[config.mk]
export PLATFORM = sky130hd
export DESIGN_NAME = dsa_regs
export DESIGN_NICKNAME = d
export VERILOG_FILES = /design/src/dsa_pkg.sv /design/src/dsa_regs.sv
export SDC_FILE = /design/constraint.sdc
export NUM_CORES = 1
export LEC_CHECK = 0
export ABC_AREA = 1
export BUFFER_PORTS_ARGS = -buffer_cell sky130_fd_sc_hd__buf_4
export CORE_MARGIN = 2
export CORE_UTILIZATION = 40
export CTS_CLUSTER_DIAMETER = 50
export DETAILED_ROUTE_END_ITERATION = 12
export GPL_TIMING_DRIVEN = 0
export PLACE_DENSITY = 0.74
export REMOVE_ABC_BUFFERS = 1
export SETUP_SLACK_MARGIN = 0.05
export SLEW_MARGIN = 40
export SYNTH_ARGS = -nofsm -noshare
export SYNTH_HDL_FRONTEND = slang
export SYNTH_SLANG_ARGS = --single-unit
[constraint.sdc]
create_clock -name aclk -period 1 [get_ports aclk]
set_input_delay 0.2 -clock aclk [delete_from_list [all_inputs] [get_ports aclk]]
set_output_delay 0.2 -clock aclk [all_outputs]
set_load 0.05 [all_outputs]
[src/dsa_pkg.sv]
package dsa_pkg;

    // Depth of the free stack and the largest number of slots.
    localparam int CAPACITY = 1024;
    localparam int STACK_AW = $clog2(CAPACITY);

    // Fixed field widths.
    localparam int IDX_W   = 10;
    localparam int CNT_W   = 11;
    localparam int ADDR_W  = 48;
    localparam int LIMIT_W = 11;
    localparam int STRIDE_W = 9;

    // APB data and address widths; registers sit at byte address 8*i.
    localparam int APB_DW = 64;
    localparam int APB_AW = 5;

    // Largest slot count, at counter width.
    localparam logic [CNT_W-1:0] CAPACITY_CNT = CNT_W'(CAPACITY);

    // Register reset values.
    localparam logic [LIMIT_W-1:0]  SLOT_LIMIT_RST  = LIMIT_W'(1024);
    localparam logic [STRIDE_W-1:0] SLOT_STRIDE_RST = STRIDE_W'(32);
    localparam logic [ADDR_W-1:0]   HEAP_BASE_RST   = '0;

    typedef enum logic [1:0] {
        REG_SLOT_LIMIT  = 2'd0,
        REG_SLOT_STRIDE = 2'd1,
        REG_HEAP_BASE   = 2'd2
    } reg_index_t;

    typedef enum logic {
        OP_ALLOC = 1'b0,
        OP_FREE  = 1'b1
    } opcode_t;

    typedef enum logic [1:0] {
        STATUS_OK        = 2'd0,
        STATUS_EXHAUSTED = 2'd1,
        STATUS_NO_ACTIVE = 2'd2
    } status_t;

    // Request word.
    typedef struct packed {
        opcode_t           opcode;
        logic [IDX_W-1:0]  release_index;
    } in_word_t;

    // Result word.
    typedef struct packed {
        status_t           status;
        logic [IDX_W-1:0]  slot_index;
        logic [ADDR_W-1:0] slot_address;
        logic [CNT_W-1:0]  live_count;
    } out_word_t;

    // Free stack access issued by the control stage.
    typedef struct packed {
        logic                wr_en;
        logic [STACK_AW-1:0] wr_addr;
        logic [IDX_W-1:0]    wr_data;
        logic                rd_en;
        logic [STACK_AW-1:0] rd_addr;
    } stack_req_t;

    // Decision handed from the control stage to the address stage.
    typedef struct packed {
        status_t           status;
        logic              use_slot;
        logic              pop;
        logic [IDX_W-1:0]  fresh_idx;
        logic [CNT_W-1:0]  live_count;
    } slot_cmd_t;

    // Configuration values seen by the datapath.
    typedef struct packed {
        logic [LIMIT_W-1:0]  slot_limit;
        logic [STRIDE_W-1:0] slot_stride;
        logic [ADDR_W-1:0]   heap_base;
    } cfg_t;

endpackage

[src/dsa_regs.sv]
module dsa_regs
    import dsa_pkg::*;
(
    input  logic              aclk,
    input  logic              aresetn,
    input  logic              psel,
    input  logic              penable,
    input  logic              pwrite,
    input  logic [APB_AW-1:0] paddr,
    input  logic [APB_DW-1:0] pwdata,
    output logic [APB_DW-1:0] prdata,
    output logic              pready,
    output cfg_t              cfg
);

    logic [LIMIT_W-1:0]  slot_limit_reg;
    logic [STRIDE_W-1:0] slot_stride_reg;
    logic [ADDR_W-1:0]   heap_base_reg;
    logic                wr_en;
    reg_index_t          reg_sel;

    assign pready  = 1'b1;
    assign wr_en   = psel && penable && pwrite;
    assign reg_sel = reg_index_t'(paddr[APB_AW-1:3]);

    // Register writes in the access phase.
    always_ff @(posedge aclk) begin
        if (!aresetn) begin
            slot_limit_reg  <= SLOT_LIMIT_RST;
            slot_stride_reg <= SLOT_STRIDE_RST;
            heap_base_reg   <= HEAP_BASE_RST;
        end else if (wr_en) begin
            case (reg_sel)
                REG_SLOT_LIMIT:  slot_limit_reg  <= pwdata[LIMIT_W-1:0];
                REG_SLOT_STRIDE: slot_stride_reg <= pwdata[STRIDE_W-1:0];
                REG_HEAP_BASE:   heap_base_reg   <= pwdata[ADDR_W-1:0];
                default: begin
                end
            endcase
        end
    end

    // Read back.
    always_comb begin
        case (reg_sel)
            REG_SLOT_LIMIT:  prdata = APB_DW'(slot_limit_reg);
            REG_SLOT_STRIDE: prdata = APB_DW'(slot_stride_reg);
            REG_HEAP_BASE:   prdata = APB_DW'(heap_base_reg);
            default:         prdata = '0;
        endcase
    end

    assign cfg.slot_limit  = slot_limit_reg;
    assign cfg.slot_stride = slot_stride_reg;
    assign cfg.heap_base   = heap_base_reg;

endmodule

=== Word level (Yosys, flattened, before mapping) ===
Cells that the tools add are included.

* Bits in registers: 68
* Latch bits: 0
* Bits in writable memories: 0
* Memory bits (read-only): 0
* Input port bits: 74
* Output and inout bits: 133
* Word-level logic and storage cells: 12
* Memories kept: 0

* Add/subtract/negate cells: 0
* $mul: 0
* Div/mod/pow operators: 0
* Order comparisons: 0
* Equal/unequal tests: 2
* Shift-type cells: 0
* Mux-type cells: 1
* Bitwise logic cells: 0
* Reduce and logical (&&, ||, !) cells: 6

{| class="wikitable"
|+ Operators by type and width
! cell !! count
|-
| $pmux W48 S3 || 1
|-
| $reduce_and A2 Y1 || 3
|-
| $eq A2 B1 Y1 const B || 1
|-
| $eq A2 B2 Y1 const B || 1
|-
| $logic_and A1 B1 Y1 || 2
|-
| $logic_not A2 Y1 || 1
|}

=== Longest topological paths before layout ===
* Word-level depth: 3
* Mapped depth: 7
* Mapped depth without buffers: 5

=== Worst setup path before layout ===
No wires, ideal clock.

* Kind: flip-flop to output port
* Start: register heap_base_reg[11]
* End: output port prdata[11]
* Arrival: 1.379 ns
* Data required time: 0.800 ns
* Slack: -0.579 ns
* Stages on the path, launching flop included: 3
* Path buffers: 0
* Path through: dfxtp_1 inv_1 nor2_1

* Word-level cells in the longest chain between the ends: 1

{| class="wikitable"
|+ RTL lines
! item !! line !! source
|-
| start, declared || dsa_regs.sv:18 || <nowiki>logic [ADDR_W-1:0] heap_base_reg;</nowiki>
|-
| start signal, assigned || dsa_regs.sv:36 || <nowiki>REG_HEAP_BASE: heap_base_reg <= pwdata[ADDR_W-1:0];</nowiki>
|-
| $pmux W48 S3 || dsa_regs.sv:45 || <nowiki>case (reg_sel)</nowiki>
|-
| end, declared || dsa_regs.sv:11 || <nowiki>output logic [APB_DW-1:0] prdata,</nowiki>
|}

Every way passes these cells.

=== Final worst setup path ===
* Start: input port paddr[4]
* End: output port prdata[21]

* Word-level cells in the longest chain between the ends: 2
* Elaborated cells between the ends (all ways): 4
* Classes of those cells: eq/ne: 2; mux: 1; reduce/logical: 1

{| class="wikitable"
|+ RTL lines
! item !! line !! source
|-
| start, declared || dsa_regs.sv:9 || <nowiki>input logic [APB_AW-1:0] paddr,</nowiki>
|-
| $eq A2 B2 Y1 (tied with other cells) || dsa_regs.sv:45 ||
|-
| $pmux W48 S3 * || dsa_regs.sv:45 ||
|}

Every way passes the cells marked *; elsewhere a longest branch is shown, timed or not.

==> impl_metrics.ini <==
[outcome]
status = finished with violations
violations = negative setup slack

[setup_path]
crit_path_end = prdata[21]
cp-start-kind = primary input
regToRegStartpoint = heap_base_reg[36]
end_kind = output port
critPathLaunch = paddr[4]
worstPathRequired_ns = 0.80
ff2ff_setup_slack_ns = 0.18
r2r_end = heap_base_reg[36]
path_class = in2out
crit_fanout = 38
cp_data_arrival_time_ns = 1.09
r2r_cells = 4

[synth]
synth.yosys.seq_area_share_pct = 38.75
syn_inst = 566
yosysTopAreaCell = dfxtp_1
yosysTopAreaCellShare_pct = 38.75
synth-seq-cells = 68
yosysWarnings = 0
postSynthAreaPerCell_um2 = 6.207
synth_area_mm2 = 0.003513
ys.flop_type = dfxtp_1
synth_cell_types = 18
synth_edf_count = 0
ys_async_sr_fraction_pct = 0
synth.top_cells.by_area = dfxtp_1 39%, nor2_1 18%, nand3_1 11%, nand2_1 10%, inv_1 9.3%

[final_layout]
final_cell_area_mm2 = 0.006754
final_nets = 848
areaGrowthSynthToFinish_pct = 92.24
final_cell_mix = 145 x nor2_1, 85 x nand2_1, 75 x buf_8, 74 x buf_4, 71 x inv_1
stdcell_count = 886
largest_register_ffs = 48
layout_commonest_cell = nor2_1
drive_gt1_share_pct = 49.61
num_antenna_cells = 0

[drt]
drc = 0
wirelength_um = 13830
drtIter0Drc = 127
drt_pass1_iterations = 4
top_layer = met4
vias = 4264
wl_met3_um = 680
via_per_inst = 4.813
post_drt_wl_per_cell_um = 15.61
ant_nets = 0
dr_wl_met2_um = 7634
met1_length_um = 5049

[die]
die_w_um = 97.72
start_util_pct = 40.68
die_area_mm2 = 0.009549
rows = 34
io_pins = 207
die_height_um = 97.72
core_area_mm2 = 0.008636

[sta]
fin_crit_sh_pct = 129.1
fin_ws_ns = -0.2911
max_freq_mhz = 774.6
drv_slew = 0
fin_crit_ns = 1.291
max_slew_margin_pct = 52.88
rsz0062_at_grt = yes
finalSetupTns_ns = -18.30
worst_pin_slew_ns = 0.7069
clock_skew_ns = 0
timing.hold.ws_ns = 0.1001
setup-violations-final = 162
hold_violations = 0

[clock_tree]
clock-root-buffer = clkbuf_8
clk_pin_slew_ns = 0.07
clock-sinks = 68
insertion_delay_ns = 0.32
holdBufCountCts = 0
cts_tree = yes
numCtsBuffers = 9
cts_buffer_depth = 2
h-tree-depth = 3

[flow_run]
cap_violations = 0

[hold_path]
hold_start = pwdata[5]
hp-class = in2reg

[power_and_ir_drop]
power.internal_mw = 4.398
peakVddDrop_v = 0.0006635
power_mw = 6.428
pwr-share-seq_pct = 43.2
p_clk_share_pct = 31.4
power_density_mw_per_mm2 = 951.8
p_sw_mw = 2.030
leakagePower_nw = 3.208
p_comb_share_pct = 25.4
sw_frac_of_total_pct = 31.58

[placed_design]
port_buffers = 170
dpl.hpwl_um = 7041
gp_congestion = 0.7387
placed_cells = 815
placed_cell_area_mm2 = 0.004812

[grt]
antenna_found_initial = 0
grt_max_degree = 69
gr-total-overflow = 0
grt_usage_pct = 26.63
grt_pass1_vias = 4159
grt_pass1_wl_um = 20520
[final cells by class]
cell class | count | area (µm²)
flip-flops and latches | 68 | 1531
fillers | 558 | 1882
clock buffers | 13 | 158.9
inverters | 88 | 342.8
repair buffers | 232 | 2829
clock inverters | 2 | 10.01
well taps | 108 | 135.1
multi-input cells | 375 | 1747
[Yosys cell counts, types with 2 or more instances]
cell	count
buf_4	24
inv_1	87
nand2_1	98
nor2_1	172
dfxtp_1	68
nand3_1	77
o21ai_0	2
buf_6	5
a22o_1	2
nor2_4	2
buf_1	4
nor2_2	2
clkbuf_1	4
buf_2	14
conb_1	2
[through the flow]
step                utilization (%)  setup slack (ns)
floorplan                         -            -1.618
global placement              53.78            -2.925
detailed placement            55.72           -0.8435
CTS                           72.95           -0.2489
global route                  78.21           -0.3447
finish                        78.21           -0.2911
[worst min-delay path by stage]
stage	end	slack, ns	depth (start not counted)
after detailed placement	slot_stride_reg[5]	0.43	3
after floorplan	slot_limit_reg[10]	0.28	1
final	slot_stride_reg[5]	0.10	3
after global routing	slot_stride_reg[5]	0.08	3
after CTS	slot_stride_reg[5]	0.08	3
after global placement	slot_limit_reg[10]	0.42	3
[worst max-delay path, stage by stage]
cell     delay [ns]
buf_12         0.09
buf_12         0.13
nand2_8        0.21
nor2_1         0.24
buf_6          0.18
[per-layer routing]
metal	global-route usage, %	vias to the layer above
li1	-	2059
met1	27.93	1991
met2	50.82	174
met3	5.252	40
met4	12.07	0
met5	0	-
[cells by family (layout without fill, tap and decap cells)]
kind of cell           Yosys count  count (layout)  synth area share (%)
other                            2              17                0.2138
and+or+nand+nor                353             354                 41.27
DFF                             68              68                 38.75
buffers and inverters          139             335                 18.98
AOI/OAI and AO/OA                4               4                0.7836
[what timing repair did]
action	in CTS	in global routing
buffers inserted	30	22
cloned	4	0
endpoints found under the setup margin	181	180
pin swaps	47	23
gates resized for setup	314	94
[power by group through the flow]
stage / Sequential (mW) / Clock [mW] / Combinational [mW]
global placement: 2.87 / 0 / 1.14
finish: 2.77 / 2.02 / 1.64
detailed placement: 2.88 / 0 / 1.21
CTS: 2.83 / 2.07 / 1.52
floorplan: 3.07 / 0 / 0.535
global route: 2.78 / 2.21 / 1.72
Power figures use the tool's default switching activity.
