==> config.mk <==
export PLATFORM = sky130hd
export DESIGN_NAME = dsa_addr
export DESIGN_NICKNAME = d
export VERILOG_FILES = /design/src/dsa_pkg.sv /design/src/dsa_addr.sv
export SDC_FILE = /design/constraint.sdc
export NUM_CORES = 1
export LEC_CHECK = 0
export BUFFER_PORTS_ARGS = -buffer_cell sky130_fd_sc_hd__buf_2
export CAP_MARGIN = 20
export CELL_PAD_IN_SITES_DETAIL_PLACEMENT = 0
export CELL_PAD_IN_SITES_GLOBAL_PLACEMENT = 1
export CORE_MARGIN = 5
export CORE_UTILIZATION = 25
export CTS_CLUSTER_DIAMETER = 150
export DETAILED_ROUTE_END_ITERATION = 6
export PLACE_DENSITY_LB_ADDON = 0.1
export SLEW_MARGIN = 20
export SYNTH_ARGS = -nofsm -noshare
export SYNTH_HDL_FRONTEND = slang
export SYNTH_SLANG_ARGS = --single-unit
==> constraint.sdc <==
create_clock -name aclk -period 9.8 [get_ports aclk]
set_input_delay 2.94 -clock aclk [delete_from_list [all_inputs] [get_ports aclk]]
set_output_delay 2.94 -clock aclk [all_outputs]
set_load 0.02 [all_outputs]
==> src/dsa_pkg.sv <==
package dsa_pkg;

    // Depth of the free stack and the largest number of slots.
    localparam int CAPACITY = 1024;
    localparam int STACK_AW = $clog2(CAPACITY);

    // Fixed field widths.
    localparam int IDX_W   = 10;
    localparam int CNT_W   = 11;
    localparam int ADDR_W  = 48;
    localparam int LIMIT_W = 11;
    localparam int STRIDE_W = 9;

    // APB data and address widths; registers sit at byte address 8*i.
    localparam int APB_DW = 64;
    localparam int APB_AW = 5;

    // Largest slot count, at counter width.
    localparam logic [CNT_W-1:0] CAPACITY_CNT = CNT_W'(CAPACITY);

    // Register reset values.
    localparam logic [LIMIT_W-1:0]  SLOT_LIMIT_RST  = LIMIT_W'(1024);
    localparam logic [STRIDE_W-1:0] SLOT_STRIDE_RST = STRIDE_W'(32);
    localparam logic [ADDR_W-1:0]   HEAP_BASE_RST   = '0;

    typedef enum logic [1:0] {
        REG_SLOT_LIMIT  = 2'd0,
        REG_SLOT_STRIDE = 2'd1,
        REG_HEAP_BASE   = 2'd2
    } reg_index_t;

    typedef enum logic {
        OP_ALLOC = 1'b0,
        OP_FREE  = 1'b1
    } opcode_t;

    typedef enum logic [1:0] {
        STATUS_OK        = 2'd0,
        STATUS_EXHAUSTED = 2'd1,
        STATUS_NO_ACTIVE = 2'd2
    } status_t;

    // Request word.
    typedef struct packed {
        opcode_t           opcode;
        logic [IDX_W-1:0]  release_index;
    } in_word_t;

    // Result word.
    typedef struct packed {
        status_t           status;
        logic [IDX_W-1:0]  slot_index;
        logic [ADDR_W-1:0] slot_address;
        logic [CNT_W-1:0]  live_count;
    } out_word_t;

    // Free stack access issued by the control stage.
    typedef struct packed {
        logic                wr_en;
        logic [STACK_AW-1:0] wr_addr;
        logic [IDX_W-1:0]    wr_data;
        logic                rd_en;
        logic [STACK_AW-1:0] rd_addr;
    } stack_req_t;

    // Decision handed from the control stage to the address stage.
    typedef struct packed {
        status_t           status;
        logic              use_slot;
        logic              pop;
        logic [IDX_W-1:0]  fresh_idx;
        logic [CNT_W-1:0]  live_count;
    } slot_cmd_t;

    // Configuration values seen by the datapath.
    typedef struct packed {
        logic [LIMIT_W-1:0]  slot_limit;
        logic [STRIDE_W-1:0] slot_stride;
        logic [ADDR_W-1:0]   heap_base;
    } cfg_t;

endpackage

==> src/dsa_addr.sv <==
module dsa_addr
    import dsa_pkg::*;
(
    input  logic             aclk,
    input  logic             aresetn,
    input  logic             cmd_valid,
    output logic             cmd_ready,
    input  slot_cmd_t        cmd,
    input  logic [IDX_W-1:0] pop_data,
    input  cfg_t             cfg,
    output logic             m_valid,
    input  logic             m_ready,
    output out_word_t        m_word
);

    logic                         m_valid_reg;
    out_word_t                    m_word_reg, m_word_next;
    logic [IDX_W-1:0]             idx;
    logic [IDX_W+STRIDE_W-1:0]    offset;

    assign cmd_ready = !m_valid_reg || m_ready;

    // Pick the slot and form base + index * stride, wrapped to 48 bits.
    always_comb begin
        idx    = cmd.pop ? pop_data : cmd.fresh_idx;
        offset = (IDX_W+STRIDE_W)'(idx) * (IDX_W+STRIDE_W)'(cfg.slot_stride);
        m_word_next.status     = cmd.status;
        m_word_next.live_count = cmd.live_count;
        if (cmd.use_slot) begin
            m_word_next.slot_index   = idx;
            m_word_next.slot_address = cfg.heap_base + ADDR_W'(offset);
        end else begin
            m_word_next.slot_index   = '0;
            m_word_next.slot_address = '0;
        end
    end

    // Result register.
    always_ff @(posedge aclk) begin
        if (!aresetn) begin
            m_valid_reg <= 1'b0;
        end else if (cmd_ready) begin
            m_valid_reg <= cmd_valid;
        end
    end

    always_ff @(posedge aclk) begin
        if (cmd_ready && cmd_valid) begin
            m_word_reg <= m_word_next;
        end
    end

    assign m_valid = m_valid_reg;
    assign m_word  = m_word_reg;

endmodule

Word-level counts from Yosys, hierarchy flattened:

Index checks and enable logic that the tools add are counted.
Widths: inputs -> output; s select.

* add/sub/neg operators: 1
* $mul: 1
* muxes and demuxes: 1
* reduce and logical (&&, ||, !) cells: 3

Operators with widths (count)
* $add 48x19->48: 1
* $mul 10x9->19: 1
* $mux 10: 1
* $logic_and 1x1->1: 1
* $logic_not 1->1: 1
* $logic_or 1x1->1: 1

* register bits: 72
* input port bits: 107
* output and inout bits: 73

Longest topological paths before layout:

* depth after elaboration: 3
* mapped depth: 22
* gate-level depth less buffers: 20

Least setup slack after synthesis:

No wires, ideal clock.

* path kind: input-to-reg
* start: input port cmd[21] (netlist name)
* end: register m_word_reg (netlist bit m_word[34]) (data pin)
* setup time: 0.254 ns
* arrival time: 8.128 ns
* path slack: 1.417 ns
* stages: 21
* cell sequence: clkbuf_1 > mux2_2 > and2_1 > fa_1 > inv_1 > fa_1 > inv_1 > fa_1 > inv_1 > fa_1 > fa_1 > inv_1 > ha_1 > a21o_1 > a21oi_1 > o21ai_1 > a31o_1 > a21oi_2 > buf_4 > nor3_1 > o21a_1

* word-level cells in the longest chain between the ends: 3

Ends and longest elaborated chain
* start, declared: RTL line dsa_addr.sv:8 `input slot_cmd_t cmd,`
* $mux 10: RTL line dsa_addr.sv:25 `idx = cmd.pop ? pop_data : cmd.fresh_idx;`
* $mul 10x9->19: RTL line dsa_addr.sv:26 `offset = (IDX_W+STRIDE_W)'(idx) * (IDX_W+STRIDE_W)'(cfg.slot_stride);`
* $add 48x19->48: RTL line dsa_addr.sv:31 `m_word_next.slot_address = cfg.heap_base + ADDR_W'(offset);`
* end signal, assigned: RTL line dsa_addr.sv:49 `m_word_reg <= m_word_next;`
* end, declared: RTL line dsa_addr.sv:17 `out_word_t m_word_reg, m_word_next;`

No other way between the ends.
A chain may end at the register's enable or synchronous reset.

Final worst setup path:

* start: input port cmd[21] (netlist name)
* end: register m_word_reg (netlist bit m_word[52]) (data pin)

Same word-level chain as after synthesis.

==> key figures <==
Placement
  – Final GP Congestion: 0.750
  – IO Port Bufs: 168
  – Final HPWL DP: 16.9 mm

Route
  – Antenna-violating nets left: 0
  – Post-route DRC violation count: 0
  – Final wirelength: 21.4 mm
  – Vias: 5662
  – Detailed Routing Iterations Pass 1: 4
  – Iteration-0 DRC Markers: 163
  – DR vias/cell: 4.36
  – Routed length per instance: 16.5 µm

Critical path
  – CP Class: input pin to register
  – Worst-case reg-to-reg path depth: 2
  – Crit-path cells: buf_2 > mux2_2 > and2_1 > fa_1 > inv_1 > fa_1 > inv_1 > fa_1 > inv_1 > fa_1 > fa_1 > inv_1 > ha_1 > a21o_1 > a21oi_1 > o21ai_1 > a31o_1 > a21oi_2 > buf_4 > or4_1 > a21oi_1
  – Critical path fanouts, max: 26
  – Critical path required time: 9.97 ns
  – CP max-delay cell: fa_1
  – CP most frequent cell: fa_1
  – Startpoint Class: input pin
  – Setup crit end kind: register
  – CP startpoint: cmd[21]
  – R2R setup slack: 8.17 ns
  – CP arrival: 8.54 ns
  – Critical Path Max Stage Delay: 0.53 ns
  – Crit path to: m_word[52]$_SDFFCE_PN0P_
  – Worst r2r src: m_valid$_SDFFE_PN0N_
  – R2R Path End: m_word[30]$_SDFFCE_PN0P_

Floorplan
  – Die W: 180 µm
  – Std-Cell Rows: 62
  – # IOs: 180
  – Initial Util: 25.3%
  – Die Ht: 180 µm
  – Total Die Area: 0.0326 mm²
  – Core ar.: 0.0287 mm²

Synth
  – Mux cell area share after synthesis: 2.24%
  – Mapped Cells: 752
  – Mapped Area: 0.00726 mm²
  – Synth unique cells: 62
  – Post-synth EDFFs: 71
  – Seq/Total Area, Yosys: 29.6%
  – Average size of a mapped cell: 9.66 µm²
  – Compound-cell area share of the yosys netlist: 10.6%
  – XOR/XNOR Fraction of Synth Area: 2.53%
  – Simple-Gate Fraction of Synth Area: 18.0%
  – Main combinational cell family by area after synthesis: adder cells
  – Synth Warn #: 0
  – Ys async rst share: 0%
  – Post-Syn Nets: 984
  – Synth Register Bits: 72
  – Primary FF master, synth: edfxtp_1
  – Post-synthesis adder-cell area fraction: 29.0%

STA
  – Final-report hold violation count: 0
  – Relative slew margins: 34.4%
  – TNS Setup: 0 ns
  – Period utilization: 85.4%
  – Peak Freq: 0.120 GHz
  – Slew Viols, Final: 0
  – Slew at the pin closest to its max-slew limit: 0.984 ns
  – Setup violations, final: 0
  – Unrepaired setup endpoints after global routing: false
  – Final Skew: 0.00596 ns
  – Minimum clock period: 8.37 ns

CTS
  – Total CTS buffers: 9
  – Post-CTS resize count: 0
  – Number of post-CTS setup repair buffers: 0
  – Max clock buf depth: 2
  – Clk root buf: clkbuf_16
  – CTS H-Tree Depth: 3
  – Worst skew pair latency: 0.35 ns
  – Hold bufs inserted after CTS: 0
  – CTS sink count: 72
  – Worst-path clk slew: 0.07 ns
  – CTS tree: done

Cells and area
  – Max reg flops: 71
  – Area growth syn-to-layout: 21.4%
  – Fin nets: 1142
  – Share of cells above drive strength 1: 23.1%

GRT
  – Vias in the first global route: 6282
  – GRT Total Usage: 13.6%
  – First-pass GRT wire length: 35.2 mm
  – Maximum number of pins on one net before global-route repair: 72
  – Initial antenna violation count: 1
  – Grt ovf: 0

Power
  – Peak VDD IR: 141 µV
  – Pwr Total: 0.00253 W
  – Pleak: 4.10 nW
  – Pwr dens: 287 mW/mm²

Min path
  – HP Class: register to register

Status
  – Status: completed

Run
  – Max-cap violations: 0
==> cells by family (layout without fill, tap and decap cells) <==
| family | count (synthesis) | after routing |
|---|---|---|
| other cells | 0 | 1 |
| mux | 15 | 15 |
| flops | 72 | 72 |
| buf+inv | 147 | 310 |
| xor+xnor | 21 | 21 |
| fa+ha+maj | 125 | 125 |
| simple gates | 254 | 254 |
| compound gates | 118 | 118 |
==> cells in the final DEF (no fill, tap or decap), drive strengths merged, types with 17 or more instances in the layout <==
cell    synthesis  routed
nor2           41      41
buf            13     172
o21ai          18      18
ha             53      53
a21oi          45      45
inv           121     123
fa             72      72
nand2          77      77
nand3          17      17
edfxtp         71      71
and2           58      58
==> cell type report <==
class | count | area (µm²)
antenna | 1 | 2.50
clock buffer | 9 | 225
clock inverter | 7 | 93.8
fill | 3137 | 19900
inverter | 122 | 458
multi-input combinational | 533 | 4530
sequential | 72 | 2150
tap | 384 | 480
timing repair buffer | 172 | 871
==> worst min path at each step <==
stage / startpoint / endpoint / slack, ns / depth (start not counted)
after floorplan: m_valid$_SDFFE_PN0N_ / m_valid$_SDFFE_PN0N_ / 0.75 / 2
after global placement: m_valid$_SDFFE_PN0N_ / m_valid$_SDFFE_PN0N_ / 0.53 / 2
after detailed placement: m_valid$_SDFFE_PN0N_ / m_valid$_SDFFE_PN0N_ / 0.54 / 2
after CTS: m_valid$_SDFFE_PN0N_ / m_valid$_SDFFE_PN0N_ / 0.55 / 2
after global routing: m_valid$_SDFFE_PN0N_ / m_valid$_SDFFE_PN0N_ / 0.60 / 2
final: m_valid$_SDFFE_PN0N_ / m_valid$_SDFFE_PN0N_ / 0.55 / 2
==> stage by stage <==
step / cell area (µm²) / instances / utilization, % / worst slack [ns] / hold slack (ns)
after floorplan: 7260 / 752 / - / 1.42 / 0.750
after global placement: 8490 / 1283 / 29.6 / 1.02 / 0.525
after detailed placement: 8490 / 1283 / 29.6 / 1.05 / 0.536
after CTS: 8810 / 1299 / 30.7 / 1.40 / 0.548
after global routing: 8810 / 1300 / 30.7 / 1.05 / 0.603
final: 8810 / 1300 / 30.7 / 1.43 / 0.548
==> report_power, final <==
group	internal [W]	total, W	switching (W)
registers	0.000436	0.000449	0.0000137
clock network	0.000224	0.000379	0.000155
logic	0.000650	0.00170	0.00105
==> layer usage <==
| layer | global-route usage (%) | vias up | wire [µm] |
|---|---|---|---|
| met3 | 2.18 | 17 | 741 |
| met5 | 0 | - | 0 |
| li1 | - | 2827 | - |
| met1 | 19.1 | 2688 | 10800 |
| met4 | 3.15 | 0 | 272 |
| met2 | 22.0 | 130 | 9620 |
==> cell usage after synthesis, drive strengths merged, types with 2 or more instances <==
cell     instances  share of area [%]
mux2            10                1.6
a31oi            3               0.26
nand2b          10               0.86
nor4             3               0.26
or3              2               0.17
o21a             8               0.83
and3             9               0.81
nand3           17                1.3
o211ai           7               0.79
buf             13                1.0
fa              72                 20
o21bai           3               0.36
mux2i            5               0.69
nand2           77                4.0
nor2            41                2.2
inv            121                6.3
a211oi           3               0.31
nor3            11               0.91
xnor2           11                1.3
o31a             2               0.24
o22ai            2               0.17
a31o             2               0.24
o31ai            7               0.79
clkbuf          11               0.57
and2            58                5.0
a21o             7               0.72
a21oi           45                3.2
nand4            8               0.69
xor2            10                1.2
ha              53                9.1
o2111ai          3               0.36
edfxtp          71                 29
nor2b            8               0.69
or4              6               0.62
o21ai           18                1.2
==> worst max-delay path: cells and delay by family <==
family,cells,cell delay [ns]
fa+ha+maj,6,2.87
compound gates,6,0.83
simple gates,2,0.74
buf+inv,6,0.66
mux,1,0.48
No activity file was read; power rests on OpenSTA's default activity.
