==> config.mk <==
export PLATFORM = sky130hd
export DESIGN_NAME = dsa_ctrl
export DESIGN_NICKNAME = d
export VERILOG_FILES = /design/src/dsa_pkg.sv /design/src/dsa_ctrl.sv
export SDC_FILE = /design/constraint.sdc
export NUM_CORES = 1
export LEC_CHECK = 0
export BUFFER_PORTS_ARGS = -buffer_cell sky130_fd_sc_hd__buf_2
export CAP_MARGIN = 5
export CORE_MARGIN = 5
export CORE_UTILIZATION = 46
export CTS_CLUSTER_SIZE = 25
export DETAILED_ROUTE_END_ITERATION = 16
export PLACE_DENSITY = 0.69
export SYNTH_ARGS = -nofsm -noshare
export SYNTH_HDL_FRONTEND = slang
export SYNTH_SLANG_ARGS = --single-unit
==> constraint.sdc <==
create_clock -name aclk -period 7.3 [get_ports aclk]
set_input_delay 1.46 -clock aclk [delete_from_list [all_inputs] [get_ports aclk]]
set_output_delay 1.46 -clock aclk [all_outputs]
set_load 0.05 [all_outputs]
==> src/dsa_pkg.sv <==
package dsa_pkg;

    // Depth of the free stack and the largest number of slots.
    localparam int CAPACITY = 1024;
    localparam int STACK_AW = $clog2(CAPACITY);

    // Fixed field widths.
    localparam int IDX_W   = 10;
    localparam int CNT_W   = 11;
    localparam int ADDR_W  = 48;
    localparam int LIMIT_W = 11;
    localparam int STRIDE_W = 9;

    // APB data and address widths; registers sit at byte address 8*i.
    localparam int APB_DW = 64;
    localparam int APB_AW = 5;

    // Largest slot count, at counter width.
    localparam logic [CNT_W-1:0] CAPACITY_CNT = CNT_W'(CAPACITY);

    // Register reset values.
    localparam logic [LIMIT_W-1:0]  SLOT_LIMIT_RST  = LIMIT_W'(1024);
    localparam logic [STRIDE_W-1:0] SLOT_STRIDE_RST = STRIDE_W'(32);
    localparam logic [ADDR_W-1:0]   HEAP_BASE_RST   = '0;

    typedef enum logic [1:0] {
        REG_SLOT_LIMIT  = 2'd0,
        REG_SLOT_STRIDE = 2'd1,
        REG_HEAP_BASE   = 2'd2
    } reg_index_t;

    typedef enum logic {
        OP_ALLOC = 1'b0,
        OP_FREE  = 1'b1
    } opcode_t;

    typedef enum logic [1:0] {
        STATUS_OK        = 2'd0,
        STATUS_EXHAUSTED = 2'd1,
        STATUS_NO_ACTIVE = 2'd2
    } status_t;

    // Request word.
    typedef struct packed {
        opcode_t           opcode;
        logic [IDX_W-1:0]  release_index;
    } in_word_t;

    // Result word.
    typedef struct packed {
        status_t           status;
        logic [IDX_W-1:0]  slot_index;
        logic [ADDR_W-1:0] slot_address;
        logic [CNT_W-1:0]  live_count;
    } out_word_t;

    // Free stack access issued by the control stage.
    typedef struct packed {
        logic                wr_en;
        logic [STACK_AW-1:0] wr_addr;
        logic [IDX_W-1:0]    wr_data;
        logic                rd_en;
        logic [STACK_AW-1:0] rd_addr;
    } stack_req_t;

    // Decision handed from the control stage to the address stage.
    typedef struct packed {
        status_t           status;
        logic              use_slot;
        logic              pop;
        logic [IDX_W-1:0]  fresh_idx;
        logic [CNT_W-1:0]  live_count;
    } slot_cmd_t;

    // Configuration values seen by the datapath.
    typedef struct packed {
        logic [LIMIT_W-1:0]  slot_limit;
        logic [STRIDE_W-1:0] slot_stride;
        logic [ADDR_W-1:0]   heap_base;
    } cfg_t;

endpackage

==> src/dsa_ctrl.sv <==
module dsa_ctrl
    import dsa_pkg::*;
(
    input  logic             aclk,
    input  logic             aresetn,
    input  logic             s_valid,
    output logic             s_ready,
    input  in_word_t         s_word,
    input  logic [LIMIT_W-1:0] slot_limit,
    output stack_req_t       stack_req,
    output logic             cmd_valid,
    input  logic             cmd_ready,
    output slot_cmd_t        cmd
);

    logic [CNT_W-1:0] fresh_index_reg, fresh_index_next;
    logic [CNT_W-1:0] stack_depth_reg, stack_depth_next;
    logic [CNT_W-1:0] active_slots_reg, active_slots_next;
    logic             cmd_valid_reg;
    slot_cmd_t        cmd_reg, cmd_next;
    logic             accept;
    logic [CNT_W-1:0] limit;

    assign s_ready = !cmd_valid_reg || cmd_ready;
    assign accept  = s_valid && s_ready;
    assign limit   = (slot_limit < CAPACITY_CNT) ? slot_limit : CAPACITY_CNT;

    // Decide the request against the current counts.
    always_comb begin
        fresh_index_next  = fresh_index_reg;
        stack_depth_next  = stack_depth_reg;
        active_slots_next = active_slots_reg;
        stack_req         = '0;
        stack_req.wr_data = s_word.release_index;
        cmd_next          = '0;
        cmd_next.status   = STATUS_OK;

        case (s_word.opcode)
            OP_ALLOC: begin
                if (fresh_index_reg < limit) begin
                    // Hand out the next never-used slot.
                    cmd_next.use_slot  = 1'b1;
                    cmd_next.fresh_idx = fresh_index_reg[IDX_W-1:0];
                    fresh_index_next   = fresh_index_reg + CNT_W'(1);
                    active_slots_next  = active_slots_reg + CNT_W'(1);
                end else if (stack_depth_reg != '0) begin
                    // Pop the most recently freed slot.
                    cmd_next.use_slot = 1'b1;
                    cmd_next.pop      = 1'b1;
                    stack_depth_next  = stack_depth_reg - CNT_W'(1);
                    stack_req.rd_en   = accept;
                    stack_req.rd_addr = stack_depth_next[STACK_AW-1:0];
                    active_slots_next = active_slots_reg + CNT_W'(1);
                end else begin
                    cmd_next.status = STATUS_EXHAUSTED;
                end
            end
            OP_FREE: begin
                if (active_slots_reg == '0) begin
                    cmd_next.status = STATUS_NO_ACTIVE;
                end else begin
                    if (stack_depth_reg < CAPACITY_CNT) begin
                        stack_req.wr_en   = accept;
                        stack_req.wr_addr = stack_depth_reg[STACK_AW-1:0];
                        stack_depth_next  = stack_depth_reg + CNT_W'(1);
                    end
                    active_slots_next = active_slots_reg - CNT_W'(1);
                end
            end
            default: begin
            end
        endcase

        cmd_next.live_count = active_slots_next;
    end

    // Counts and the hand-off register.
    always_ff @(posedge aclk) begin
        if (!aresetn) begin
            fresh_index_reg  <= '0;
            stack_depth_reg  <= '0;
            active_slots_reg <= '0;
            cmd_valid_reg    <= 1'b0;
        end else begin
            if (accept) begin
                fresh_index_reg  <= fresh_index_next;
                stack_depth_reg  <= stack_depth_next;
                active_slots_reg <= active_slots_next;
            end
            if (s_ready) begin
                cmd_valid_reg <= s_valid;
            end
        end
    end

    always_ff @(posedge aclk) begin
        if (accept) begin
            cmd_reg <= cmd_next;
        end
    end

    assign cmd_valid = cmd_valid_reg;
    assign cmd       = cmd_reg;

endmodule

[Word-level counts from Yosys, hierarchy flattened]
Index checks and enable logic that the tools add are counted.
Storage, ports and cells
  word-level logic and storage cells: 54
  output and inout bits: 59
  register bits after elaboration: 59
  input bits: 26
Cells by class
  bitwise logic cells: 2
  muxes and demuxes: 22
  equal/unequal tests: 4
  magnitude comparators: 3
  $add $sub $neg: 5
  reductions and logical operators: 9
Operator list (count)
  $mux W11: 14
  $pmux W11 S2: 2
  $add A11 B1 Y11 const B: 3
  $lt A11 B11 Y1 const B: 2
  $sub A11 B1 Y11 const B: 2
  $logic_not A11 Y1: 1
  $lt A11 B11 Y1: 1
  $reduce_bool A11 Y1: 1
  $mux W2: 3
  $ne A2 B2 Y1 const B: 3
  $reduce_and A5 Y1: 1
  $pmux W2 S2: 1
  $reduce_or A2 Y1: 2
  $reduce_and A3 Y1: 1
  $mux W1: 2
  $ne A2 B1 Y1 const B: 1
  $not A1 Y1: 2
  $logic_and A1 B1 Y1: 1
  $logic_not A1 Y1: 1
  $logic_or A1 B1 Y1: 1

[Depth between registers and ports, before layout]
  depth after elaboration: 6
  gate-level depth with buffers: 11
  gate-level depth less buffers: 9

[Least setup slack after synthesis]
Ideal clock, no wire load.
  path kind: input port to output port
  start: in slot_limit[10]
  end: out stack_req[2] (netlist name)
  cell stages on the path: 9
  slack: 2.349 ns
  data arrival time: 3.491 ns
  data required time: 5.840 ns
  path buffers: 1
  cells stage by stage: clkinv_1 -> nand2_1 -> ha_1 -> nand2_1 -> o21ai_1 -> a311o_1 -> o21ai_0 -> clkbuf_1 -> nor2_1
RTL lines
  start: declaration: RTL line dsa_ctrl.sv:9  | input logic [LIMIT_W-1:0] slot_limit,
  end: declaration: RTL line dsa_ctrl.sv:10  | output stack_req_t stack_req,

==> impl_metrics.env <==
export IMPL_nets=534
export IMPL_antenna_found_initial=0
export IMPL_cts_resized_gates=0
export IMPL_port_buffers=64
export IMPL_preCtsSetupSlack_ns=2.195
export IMPL_powerDensity_nw_per_um2=272.0
export IMPL_max_freq_mhz=195.1
export IMPL_setup_slack_ns=2.175
export IMPL_setup_viol_count_final=0
export IMPL_cp_slowest_cell="a311oi_2"
export IMPL_cts_tree="done"
export IMPL_hold_path_class="reg -> reg"
export IMPL_root_buffer="clkbuf_8"
export IMPL_slew_headroom_pct=42.38
export IMPL_grt_max_degree=33
export IMPL_synth_nets=497
export IMPL_p_seq_share_pct=35.6
export IMPL_synthTopCellsByArea="edfxtp_1 (19%), dfxtp_1 (17%), ha_1 (4.8%)"
export IMPL_path_class="in -> out"
export IMPL_insertion_delay_ns=0.35
export IMPL_cpMostUsedCell="buf_2"
export IMPL_cp_cell_sequence="buf_2 > inv_1 > buf_4 > a311oi_2 > and2_1 > buf_2"
export IMPL_routedWlPerCell_um=15.59
export IMPL_hold_depth=2
export IMPL_synth_edf_count=25
export IMPL_period_share_pct=70.20
export IMPL_path_buf_inv=4
export IMPL_fp_row_count=33
export IMPL_fp_dieW_um=102.0
export IMPL_drc=0
export IMPL_drive_gt1_share_pct=19.28
export IMPL_status="finished clean"
export IMPL_max_cap_violations=0
export IMPL_via_per_inst=5.803
export IMPL_syn2layout_area_growth_pct=12.41
export IMPL_start_kind="input port"
export IMPL_postLayoutCellArea_um2=4374
export IMPL_ctsHoldBuffers=0
export IMPL_irDropWorstVdd_mv=0.1483
export IMPL_avgSynthCellArea_um2=8.533
export IMPL_grt_pass1_vias=3163
export IMPL_io_pins=85
export IMPL_tightest_slew_ns=0.8634
export IMPL_hold_violations=0
export IMPL_crit_arrival_ns=3.66
export IMPL_crit_required_ns=5.84
export IMPL_postCtsSetupRepairBufs=0
export IMPL_r2r_slack_ns=4.49
export IMPL_internal_power_w=0.0007502
export IMPL_place_gp_congestion=0.8692
export IMPL_yosysSeqAreaShare_pct=36.78
export IMPL_yosysWarnings=0
export IMPL_combPwrFrac_pct=34.4
export IMPL_critPathMaxStageDelay_ns=0.56
export IMPL_crit_fanout=32
export IMPL_synth_ff_type="dfxtp_1"
export IMPL_drtIter0Drc=234
export IMPL_syn_area_um2=3891
export IMPL_die_area_um2=10400
export IMPL_initial_core_util_pct=47.36
export IMPL_power_net_switching_w=0.0004397
export IMPL_place_hpwl_um=6582
export IMPL_rsz0062_at_grt="false"
export IMPL_vias=3499
export IMPL_cts_max_level=3
export IMPL_skew_ns=0.008430
export IMPL_final_cells=603
export IMPL_setup_tns_ns=0
export IMPL_dr_pass1_iters=5
export IMPL_switching_share_pct=36.95
export IMPL_dp_cells=587
export IMPL_synthArstFlopShare_pct=0
export IMPL_ant_nets=0
export IMPL_core_area_um2=8217
export IMPL_end_kind="output pin"
export IMPL_die_h_um=102.0
export IMPL_track_usage_pct=18.33
export IMPL_p_clk_share_pct=30.0
export IMPL_layout_min_cycle_time_ns=5.125
export IMPL_reg2regPathDepth=8
export IMPL_largest_reg_flops=25
export IMPL_yosysTopAreaCell="edfxtp_1"
export IMPL_drt_total_wl_um=9398
export IMPL_grt_pass1_wl_um=15170
export IMPL_yosysTopAreaCellShare_pct=19.29
export IMPL_placed_area_um2=4143
export IMPL_cts_buffer_depth=2
export IMPL_p_leak_nw=1.744
export IMPL_num_antenna_cells=0
export IMPL_netlist_instances=456
export IMPL_ys_ff_latch=59
export IMPL_cts_buffers=9
export IMPL_path_clk_slew_ns=0.07
export IMPL_drv_slew=0
export IMPL_critPathTopFamily="buffers and inverters"
export IMPL_cp_depth=6
export IMPL_clkSinkCount=59
export IMPL_overflow=0
export IMPL_yosysUniqueCellTypes=62
## synthesized netlist by cell type, drive strengths merged (3+ instances only)
library cell and instances:
nor2 41, nand2 40, a21oi 36, dfxtp 34
edfxtp 25, o21ai 24, buf 21, clkbuf 20
nor3 17, ha 15, nand3 15, inv 14
nand4 14, or3 13, xnor2 12, and3 11
a31oi 10, and2 10, nand2b 10, mux2i 9
or4 9, xor2 5, nor4 4, o31ai 4
or2 4, and4 3, o31a 3
## metal layers
metal  track usage (%)  up-vias  part of all wire [%]  routed length, um
met5                 0        -                     0                  0
met4             4.642        0                   1.1                 99
met3             5.734       11                   7.3                687
met2             29.34      120                    47               4421
met1             24.19     1644                    45               4189
li1                  -     1724                     -                  -
## layout make-up
cell class / count / area, um2
tap: 105 / 131.4
clock buffer: 10 / 127.6
sequential: 59 / 1431
inverter: 16 / 60.06
timing repair buffer: 67 / 342.8
multi-input combinational: 340 / 2177
fill: 786 / 3842
clock inverter: 6 / 103.9
## cells by family after synthesis
group                      synth area share, %
DFF                                      36.78
xor gates and xnor gates                 3.826
and+or+nand+nor                          27.07
muxes                                    2.315
AOI/OAI and AO/OA                        17.91
buffers and inverters                    7.267
adders and majority gates                4.823
## final timing paths
path | startpoint | endpoint
setup / recovery | s_word[10] | stack_req[27]
hold / removal | fresh_index_reg[10]$_SDFFE_PN0P_ | fresh_index_reg[10]$_SDFFE_PN0P_
setup reg to reg | active_slots_reg[0]$_SDFFE_PN0P_ | stack_depth_reg[10]$_SDFFE_PN0P_
hold reg to reg | fresh_index_reg[10]$_SDFFE_PN0P_ | fresh_index_reg[10]$_SDFFE_PN0P_
## through the flow
step | hold WS, ns | util (%) | power [W]
2_1_floorplan | 0.4618 | - | 0.0007765
3_3_place_gp | 0.4751 | 50.42 | 0.0008323
3_5_place_dp | 0.4897 | 50.42 | 0.0008370
4_1_cts | 0.4999 | 53.24 | 0.001191
5_1_grt | 0.5143 | 53.24 | 0.001256
6_report | 0.5010 | 53.24 | 0.001190
## tightest hold or removal path, delay by kind of cell, from the launching register on
family | cells | cell delay [ns]
DFF | 1 | 0.33
AOI/OAI and AO/OA | 2 | 0.13
## layout by cell type, fill, tap and decap left out, drive strengths merged, types with 5 or more instances in the layout
master / count
o21ai: 24
and3: 11
nand2b: 10
xnor2: 12
nand2: 40
and2: 10
inv: 14
nor2: 41
clkinv: 5
a21oi: 36
nor3: 17
nand4: 14
ha: 15
clkbuf: 10
edfxtp: 25
xor2: 5
a31oi: 10
or4: 9
or3: 13
buf: 67
mux2i: 9
dfxtp: 34
nand3: 15
## power groups by stage
stage	clock (W)	sequential (W)	combinational, W
after global routing	0.000379	0.000430	0.000447
after CTS	0.000359	0.000423	0.000409
after global placement	0	0.000429	0.000403
after floorplan	0	0.000476	0.000301
after detailed placement	0	0.000430	0.000407
final	0.000357	0.000424	0.000409
No activity file was read; power rests on OpenSTA's default activity.
